File: config.mk
export PLATFORM = sky130hd
export DESIGN_NAME = dsf_ctrl
export DESIGN_NICKNAME = d
export VERILOG_FILES = /design/src/sv/dsf_pkg.sv /design/src/sv/dsf_ctrl.sv
export SDC_FILE = /design/constraint.sdc
export NUM_CORES = 1
export LEC_CHECK = 0
export BUFFER_PORTS_ARGS = -buffer_cell sky130_fd_sc_hd__buf_2
export CAP_MARGIN = 30
export CORE_MARGIN = 2
export CORE_UTILIZATION = 55
export CTS_BUF_LIST = sky130_fd_sc_hd__clkbuf_4 sky130_fd_sc_hd__clkbuf_8
export CTS_CLUSTER_DIAMETER = 150
export CTS_CLUSTER_SIZE = 20
export DETAILED_ROUTE_END_ITERATION = 8
export PLACE_DENSITY = 0.82
export SLEW_MARGIN = 10
export SYNTH_ARGS = -nofsm -noshare
export SYNTH_HDL_FRONTEND = slang
export SYNTH_SLANG_ARGS = --single-unit
File: constraint.sdc
create_clock -name i_clk -period 3.1 [get_ports i_clk]
set_clock_uncertainty 0.2 [all_clocks]
set_input_delay 0.155 -clock i_clk [delete_from_list [all_inputs] [get_ports i_clk]]
set_output_delay 0.155 -clock i_clk [all_outputs]
set_load 0.1 [all_outputs]
File: src/sv/dsf_pkg.sv
`timescale 1ns / 1ps

package dsf_pkg;

    localparam int MAX_BOXES = 64;
    localparam int IDX_W     = $clog2(MAX_BOXES);
    localparam int CNT_W     = $clog2(MAX_BOXES + 1);
    localparam int THR_W     = 15;

    typedef struct packed {
        logic signed [15:0] box_x;
        logic signed [15:0] box_y;
        logic        [15:0] box_width;
        logic        [15:0] box_height;
        logic        [15:0] score;
        logic               list_end;
    } t_box_req;

    typedef struct packed {
        logic signed [15:0] kept_x;
        logic signed [15:0] kept_y;
        logic        [15:0] kept_width;
        logic        [15:0] kept_height;
        logic        [15:0] kept_score;
        logic               last_kept;
        logic               overflowed;
    } t_box_res;

    typedef struct packed {
        logic             wr_en;
        logic [IDX_W-1:0] wr_addr;
        logic             rd_i_en;
        logic [IDX_W-1:0] addr_i;
        logic             issue_j;
        logic [IDX_W-1:0] addr_j;
        logic             load_out;
        logic             last_kept;
        logic             overflowed;
    } t_dsf_cmd;

    typedef struct packed {
        logic busy;
        logic hit;
    } t_dsf_sts;

endpackage

File: src/sv/dsf_ctrl.sv
`timescale 1ns / 1ps

module dsf_ctrl (
    input  logic              i_clk,
    input  logic              i_rst_n,
    input  logic              i_req_valid,
    input  logic              i_list_end,
    output logic              o_req_ready,
    output logic              o_res_valid,
    input  logic              i_res_ready,
    input  dsf_pkg::t_dsf_sts i_sts,
    output dsf_pkg::t_dsf_cmd o_cmd
);

    typedef enum logic [2:0] {
        S_LOAD,
        S_RDI,
        S_SCAN,
        S_DRAIN,
        S_EMIT
    } t_state;

    t_state                    r_state;
    logic [dsf_pkg::CNT_W-1:0] r_count;
    logic [dsf_pkg::CNT_W-1:0] r_i;
    logic [dsf_pkg::CNT_W-1:0] r_j;
    logic                      r_ovf;
    logic                      r_res_valid;

    logic accept;
    logic has_room;
    logic last_i;
    logic issue;

    always_comb begin
        accept   = (r_state == S_LOAD) && i_req_valid;
        has_room = r_count < dsf_pkg::CNT_W'(dsf_pkg::MAX_BOXES);
        last_i   = (r_i + dsf_pkg::CNT_W'(1)) == r_count;
        issue    = (r_state == S_SCAN) && (r_j < r_count) && !i_sts.hit;

        o_cmd.wr_en      = accept && has_room;
        o_cmd.wr_addr    = r_count[dsf_pkg::IDX_W-1:0];
        o_cmd.rd_i_en    = (r_state == S_RDI);
        o_cmd.addr_i     = r_i[dsf_pkg::IDX_W-1:0];
        o_cmd.issue_j    = issue;
        o_cmd.addr_j     = r_j[dsf_pkg::IDX_W-1:0];
        o_cmd.load_out   = (r_state == S_DRAIN) && !i_sts.busy && !i_sts.hit;
        o_cmd.last_kept  = last_i;
        o_cmd.overflowed = r_ovf;
    end

    assign o_req_ready = (r_state == S_LOAD);
    assign o_res_valid = r_res_valid;

    always_ff @(posedge i_clk) begin
        if (!i_rst_n) begin
            r_state     <= S_LOAD;
            r_count     <= '0;
            r_i         <= '0;
            r_j         <= '0;
            r_ovf       <= 1'b0;
            r_res_valid <= 1'b0;
        end else begin
            unique case (r_state)
                S_LOAD: begin
                    if (accept) begin
                        if (has_room) begin
                            r_count <= r_count + dsf_pkg::CNT_W'(1);
                        end else begin
                            r_ovf <= 1'b1;
                        end
                        if (i_list_end) begin
                            r_i     <= '0;
                            r_state <= S_RDI;
                        end
                    end
                end
                S_RDI: begin
                    r_j     <= r_i + dsf_pkg::CNT_W'(1);
                    r_state <= S_SCAN;
                end
                S_SCAN: begin
                    if (issue) begin
                        r_j <= r_j + dsf_pkg::CNT_W'(1);
                    end else begin
                        r_state <= S_DRAIN;
                    end
                end
                S_DRAIN: begin
                    if (!i_sts.busy) begin
                        if (!i_sts.hit) begin
                            r_res_valid <= 1'b1;
                            r_state     <= S_EMIT;
                        end else begin
                            r_i     <= r_i + dsf_pkg::CNT_W'(1);
                            r_state <= S_RDI;
                        end
                    end
                end
                S_EMIT: begin
                    if (i_res_ready) begin
                        r_res_valid <= 1'b0;
                        if (last_i) begin
                            r_count <= '0;
                            r_ovf   <= 1'b0;
                            r_state <= S_LOAD;
                        end else begin
                            r_i     <= r_i + dsf_pkg::CNT_W'(1);
                            r_state <= S_RDI;
                        end
                    end
                end
                default: begin
                    r_state <= S_LOAD;
                end
            endcase
        end
    end

endmodule

* Word level (Yosys, flattened, before mapping)
Cells that the tools add are included.
** Storage, ports and cells
- Register bits after elaboration :: 26
- RAM bits :: 0
- Memory bits (read-only) :: 0
- Input port bits :: 7
- Output and inout port bits :: 26
- Memories kept :: 0
- Latch bits :: 0
- Word-level logic and storage cells :: 78
** Operators by class
- Reductions and logical operators :: 19
- Multiply operators :: 0
- $add $sub $neg :: 3
- Div/mod/pow operators :: 0
- Shift operators :: 0
- Mux-type cells :: 31
- Eq/ne operators :: 17
- Order comparisons :: 2
- Bitwise operators :: 0
** Operator list (count)
- $mux W7 :: 11
- $pmux W7 S2 :: 2
- $add A7 B1 Y7 const B :: 3
- $pmux W7 S3 :: 1
- $ne A2 B2 Y1 const B :: 10
- $mux W3 :: 6
- $pmux W3 S5 :: 1
- $reduce_and A5 Y1 :: 3
- $mux W1 :: 8
- $eq A7 B7 Y1 :: 1
- $lt A7 B7 Y1 :: 1
- $lt A7 B7 Y1 const B :: 1
- $reduce_and A7 Y1 :: 1
- $eq A3 B2 Y1 const B :: 2
- $logic_and A1 B1 Y1 :: 6
- $reduce_bool A2 Y1 :: 3
- $ne A2 B1 Y1 const B :: 2
- $pmux W1 S2 :: 2
- $reduce_and A4 Y1 :: 1
- $eq A3 B1 Y1 const B :: 1
- $eq A3 B3 Y1 const B :: 1
- $logic_not A3 Y1 :: 1
- $reduce_bool A3 Y1 :: 1
- $logic_not A1 Y1 :: 2
- $reduce_and A2 Y1 :: 1

* Longest topological paths before layout
- Word-level depth :: 5
- Gate-level depth with buffers :: 8
- Mapped depth without buffers :: 8

* Worst setup path before layout
OpenSTA, ideal clock, no wires.
- Kind :: flip-flop to flip-flop
- Start point :: register r_state[1]
- End point :: register r_count[3] (netlist name)
- Period minus slack after synthesis :: 3672 ps
- Data required time :: 2841 ps
- Slack :: -572 ps
- Cell stages (with the launch flop) :: 8
- Arrival time :: 3413 ps
- Path through :: dfxtp_1 -> or2_2 -> clkbuf_1 -> nor2_1 -> nand3_1 -> inv_1 -> and2_1 -> o221a_2
** Between the ends
- Word-level cells in the longest chain between the ends :: 4
- Elaborated cells on any way between the ends :: 10
- Classes of those cells :: 5 x eq/ne; 1 x mux; 4 x reduce/logical
** Ends and longest elaborated chain
- start, declared :: RTL line dsf_ctrl.sv:23 : t_state r_state;
- start signal, assigned :: RTL line dsf_ctrl.sv:57 : r_state <= S_LOAD;
- start signal, assigned :: RTL line dsf_ctrl.sv:74 : r_state <= S_RDI;
- start signal, assigned :: RTL line dsf_ctrl.sv:80 : r_state <= S_SCAN;
- $logic_not A3 Y1 (*)
- net o_req_ready :: RTL line dsf_ctrl.sv:8 : output logic o_req_ready,
- $logic_and A1 B1 Y1 :: RTL line dsf_ctrl.sv:36 : accept = (r_state == S_LOAD) && i_req_valid;
- $ne A2 B1 Y1 (no source line)
- $reduce_and A5 Y1 (no source line)
- end signal, assigned :: RTL line dsf_ctrl.sv:68 : r_count <= r_count + dsf_pkg::CNT_W'(1);
- end, declared :: RTL line dsf_ctrl.sv:24 : logic [dsf_pkg::CNT_W-1:0] r_count;
Mark *: on every way through the listed nets, which the timed path passes. The rest lies on a longest branch.
A chain may end at the register's enable or synchronous reset.

==> key figures <==
Pwr
  – Leak Pwr: 0.000916 uW
  – Pwr Total: 1610 uW
  – Max IR drop VDD: 0.000510 V
  – PD cells: roughly 760 nW/um^2

Finish
  – Number of diodes: 0
  – Area Overhead vs Synth: 4.27%
  – Design Area, Final: around 2100 sq um
  – Layout Nets: ~290
  – Layout cells sized above 1: 0.205
  – Utilization after layout: 0.584

Timing
  – Setup violators final: 0
  – Peak Freq: about 360 MHz
  – Final hold vios: 0
  – RSZ-0062 raised after global routing: no
  – Slew headroom: 0.564
  – Final min period: 2.81 ns
  – Tightest Pin Transition: roughly 0.65 ns
  – Period Utilization, post-route: 0.907
  – Final Max Tran Viols: 0

Min path
  – Min-delay src: i_sts[1]
  – Worst hold-check path type: input pin to register
  – Hold path endpoint: r_state[0]
  – Hold Path Depth: 5

Route
  – DRC violations left: 0
  – Antenna-violating nets left: 0
  – Routed WL: 4580 um
  – Vias: approximately 1.9k
  – Vias per cell: around 5.9
  – Initial drt markers: 102
  – 1st-pass router iterations: 4
  – Wirelength per Cell: 14.5 um

Setup path
  – WP data arrival: around 2.5 ns
  – Cell depth of the worst flop-to-flop path: 7
  – Crit-path leading delay family: simple AND/OR/NAND/NOR gates
  – Worst R2R Start: r_i[1]
  – Worst path buffer plus inverter count: 2
  – Slowest-stage cell, CP: dfxtp_1
  – Crit Path Max Fanout: 7
  – Reg2reg setup slack: around 0.39 ns
  – Critical path startpoint category: register
  – Worst path max stage delay: 0.44 ns
  – Crit path cell chain: ha_1, nand3_1, xnor2_1, nor4_4, nand2_1, inv_1, buf_2
  – Worst Path Class, Setup: register to primary output
  – Reg2reg end: r_i[2]
  – CP required: 2.74 ns
  – Worst Setup End Kind: primary output

Yosys
  – Area contributors post-synth: dfxtp_1, buf_4, nand2_1
  – Post-Syn Instances: between 200 and 300
  – Ys Warns: 0
  – Dominant cell type by area after synthesis: dfxtp_1
  – Sequential share of the synthesized area: 0.258
  – Syn Std Cell Area: roughly 2000 sq um
  – Top-count cell post-synth: nand2_1
  – Post-synth ARST share: 0
  – Syn Nets: between 200 and 300
  – Top cells by count, synth: nand2_1, dfxtp_1, nor2_1
  – Number of synthesized flops with an enable pin: 0
  – #FFs+latches synth: 26
  – Primary FF master, synth: dfxtp_1
  – Top cell type's share of synthesized area: 0.258
  – Cell variety after synth: 53
  – Avg Inst Size Synth: around 7.7 sq um

Global route
  – Initial antenna violation count: 0
  – Gr ovfl total: 0
  – First-pass GRT wire length: 7830 um
  – Total GRT Usage: 0.236
  – Vias in the first global route: about 1.7k
  – Pin count of the biggest net entering global routing: 33

Floorplan
  – Starting Density: 0.560
  – Die width: around 65 um
  – Num rows: 22
  – DIE HEIGHT: 64.6 um
  – Ports: 33
  – Die ar.: 4180 sq um
  – Core ar.: about 3600 sq um

Job
  – Max Cap Viol: 0

CTS
  – Clock buffer count from CTS: 3
  – Later-pin clock latency in the skew report: roughly 0.27 ns
  – Post_cts resized: 0
  – Num Clock Sinks: 26
  – Max clock buf depth: 2
  – Htree depth: 1
  – Clock Pin Slew Worst Setup and Hold Paths: roughly 0.09 ns
  – TritonCTS clock tree: done
  – Root buf cell: clkbuf_8

Place
  – Area of placed instances: just over 2000 sq um
  – Detailed Place HPWL: approximately 3400 um
  – Routability cong.: 0.918
  – Buffers added on ports: 32

Outcome
  – Status: completed
## worst register-to-register path, delay by kind of cell (launching register included)
kind | cells | cell delay, ns
simple gates | 2 | 0.30
compound gates | 3 | 1.07
xor+xnor | 1 | 0.30
fa+ha+maj | 1 | 0.31
flops | 1 | 0.44
## cell usage in the layout (no fill, tap or decap), drive strengths merged, types with 5 or more instances in the layout
master  synthesis  final
ha              9      9
xnor2           7      7
o21ai          19     19
nand3          15     15
xor2            6      6
nor3            5      5
nand2b          5      5
a21boi          6      6
nand2          31     31
dfxtp          26     26
buf            27     34
nor2           27     27
inv             9      9
a21oi          11     11
## logic make-up after synthesis
| family | after synthesis | share of synthesized area |
|---|---|---|
| AND/OR/NAND/NOR | 108 | 0.274 |
| XOR/XNOR | 13 | 0.0563 |
| adder cells (fa/ha/maj) | 9 | 0.0557 |
| buffers and inverters | 43 | 0.126 |
| flip-flops | 26 | 0.258 |
| AO/OA/AOI/OAI | 64 | 0.230 |
## worst max path at each step
| stage | from | to | slack [ns] | cells after the start |
|---|---|---|---|---|
| finish | r_i[1] | o_cmd[1] | 0.29 | 7 |
| floorplan | r_state[1] | r_count[3] | -0.03 | 7 |
| global route | r_i[1] | o_cmd[1] | 0.14 | 7 |
| detailed placement | r_i[1] | r_i[2] | 0.40 | 7 |
| global placement | r_i[1] | r_i[2] | 0.53 | 7 |
| CTS | r_i[1] | o_cmd[1] | 0.30 | 7 |
## metal layers
layer  vias up  track usage  wire length, um
met5         -            0                0
met4         0       0.0931               48
met3         5       0.0226              161
met2        48        0.375             2120
met1       881        0.329             2260
li1        923            -                -
## timing repair
action	CTS	global route
endpoints found under the hold margin	1	0
hold buffers	1	0
buffers inserted	0	0
## state kept, by name, indices dropped and copies added, names as in the netlist
register	flops
r_count	7
r_state	3
r_ovf	1
r_i	7
r_j	7
o_res_valid	1
## power breakdown
part / switching [uW] / leakage (uW) / internal (uW)
logic: 708 / 0.000677 / 216
registers: 85.0 / 0.000211 / 373
clock network: 111 / 0.0000288 / 114
total: 904 / 0.000916 / 702
## metrics by stage
step | cells | TNS, ns | setup slack [ns] | hold slack (ns)
2_1_floorplan | 263 | -0.0333 | -0.0333 | 0.159
3_3_place_gp | 311 | 0 | 0.527 | 0.280
3_5_place_dp | 311 | 0 | 0.397 | 0.286
4_1_cts | 316 | 0 | 0.303 | 0.0582
5_1_grt | 316 | 0 | 0.141 | 0.0765
6_report | 316 | 0 | 0.290 | 0.0684
## cell type report
class	instances	area [sq um]
Fill cell	345	1500
Multi-Input combinational cell	194	1250
Sequential cell	26	520
Timing Repair Buffer	35	185
Tap cell	48	60.1
Clock buffer	4	55.1
Inverter	9	33.8
Power figures use the tool's default switching activity.
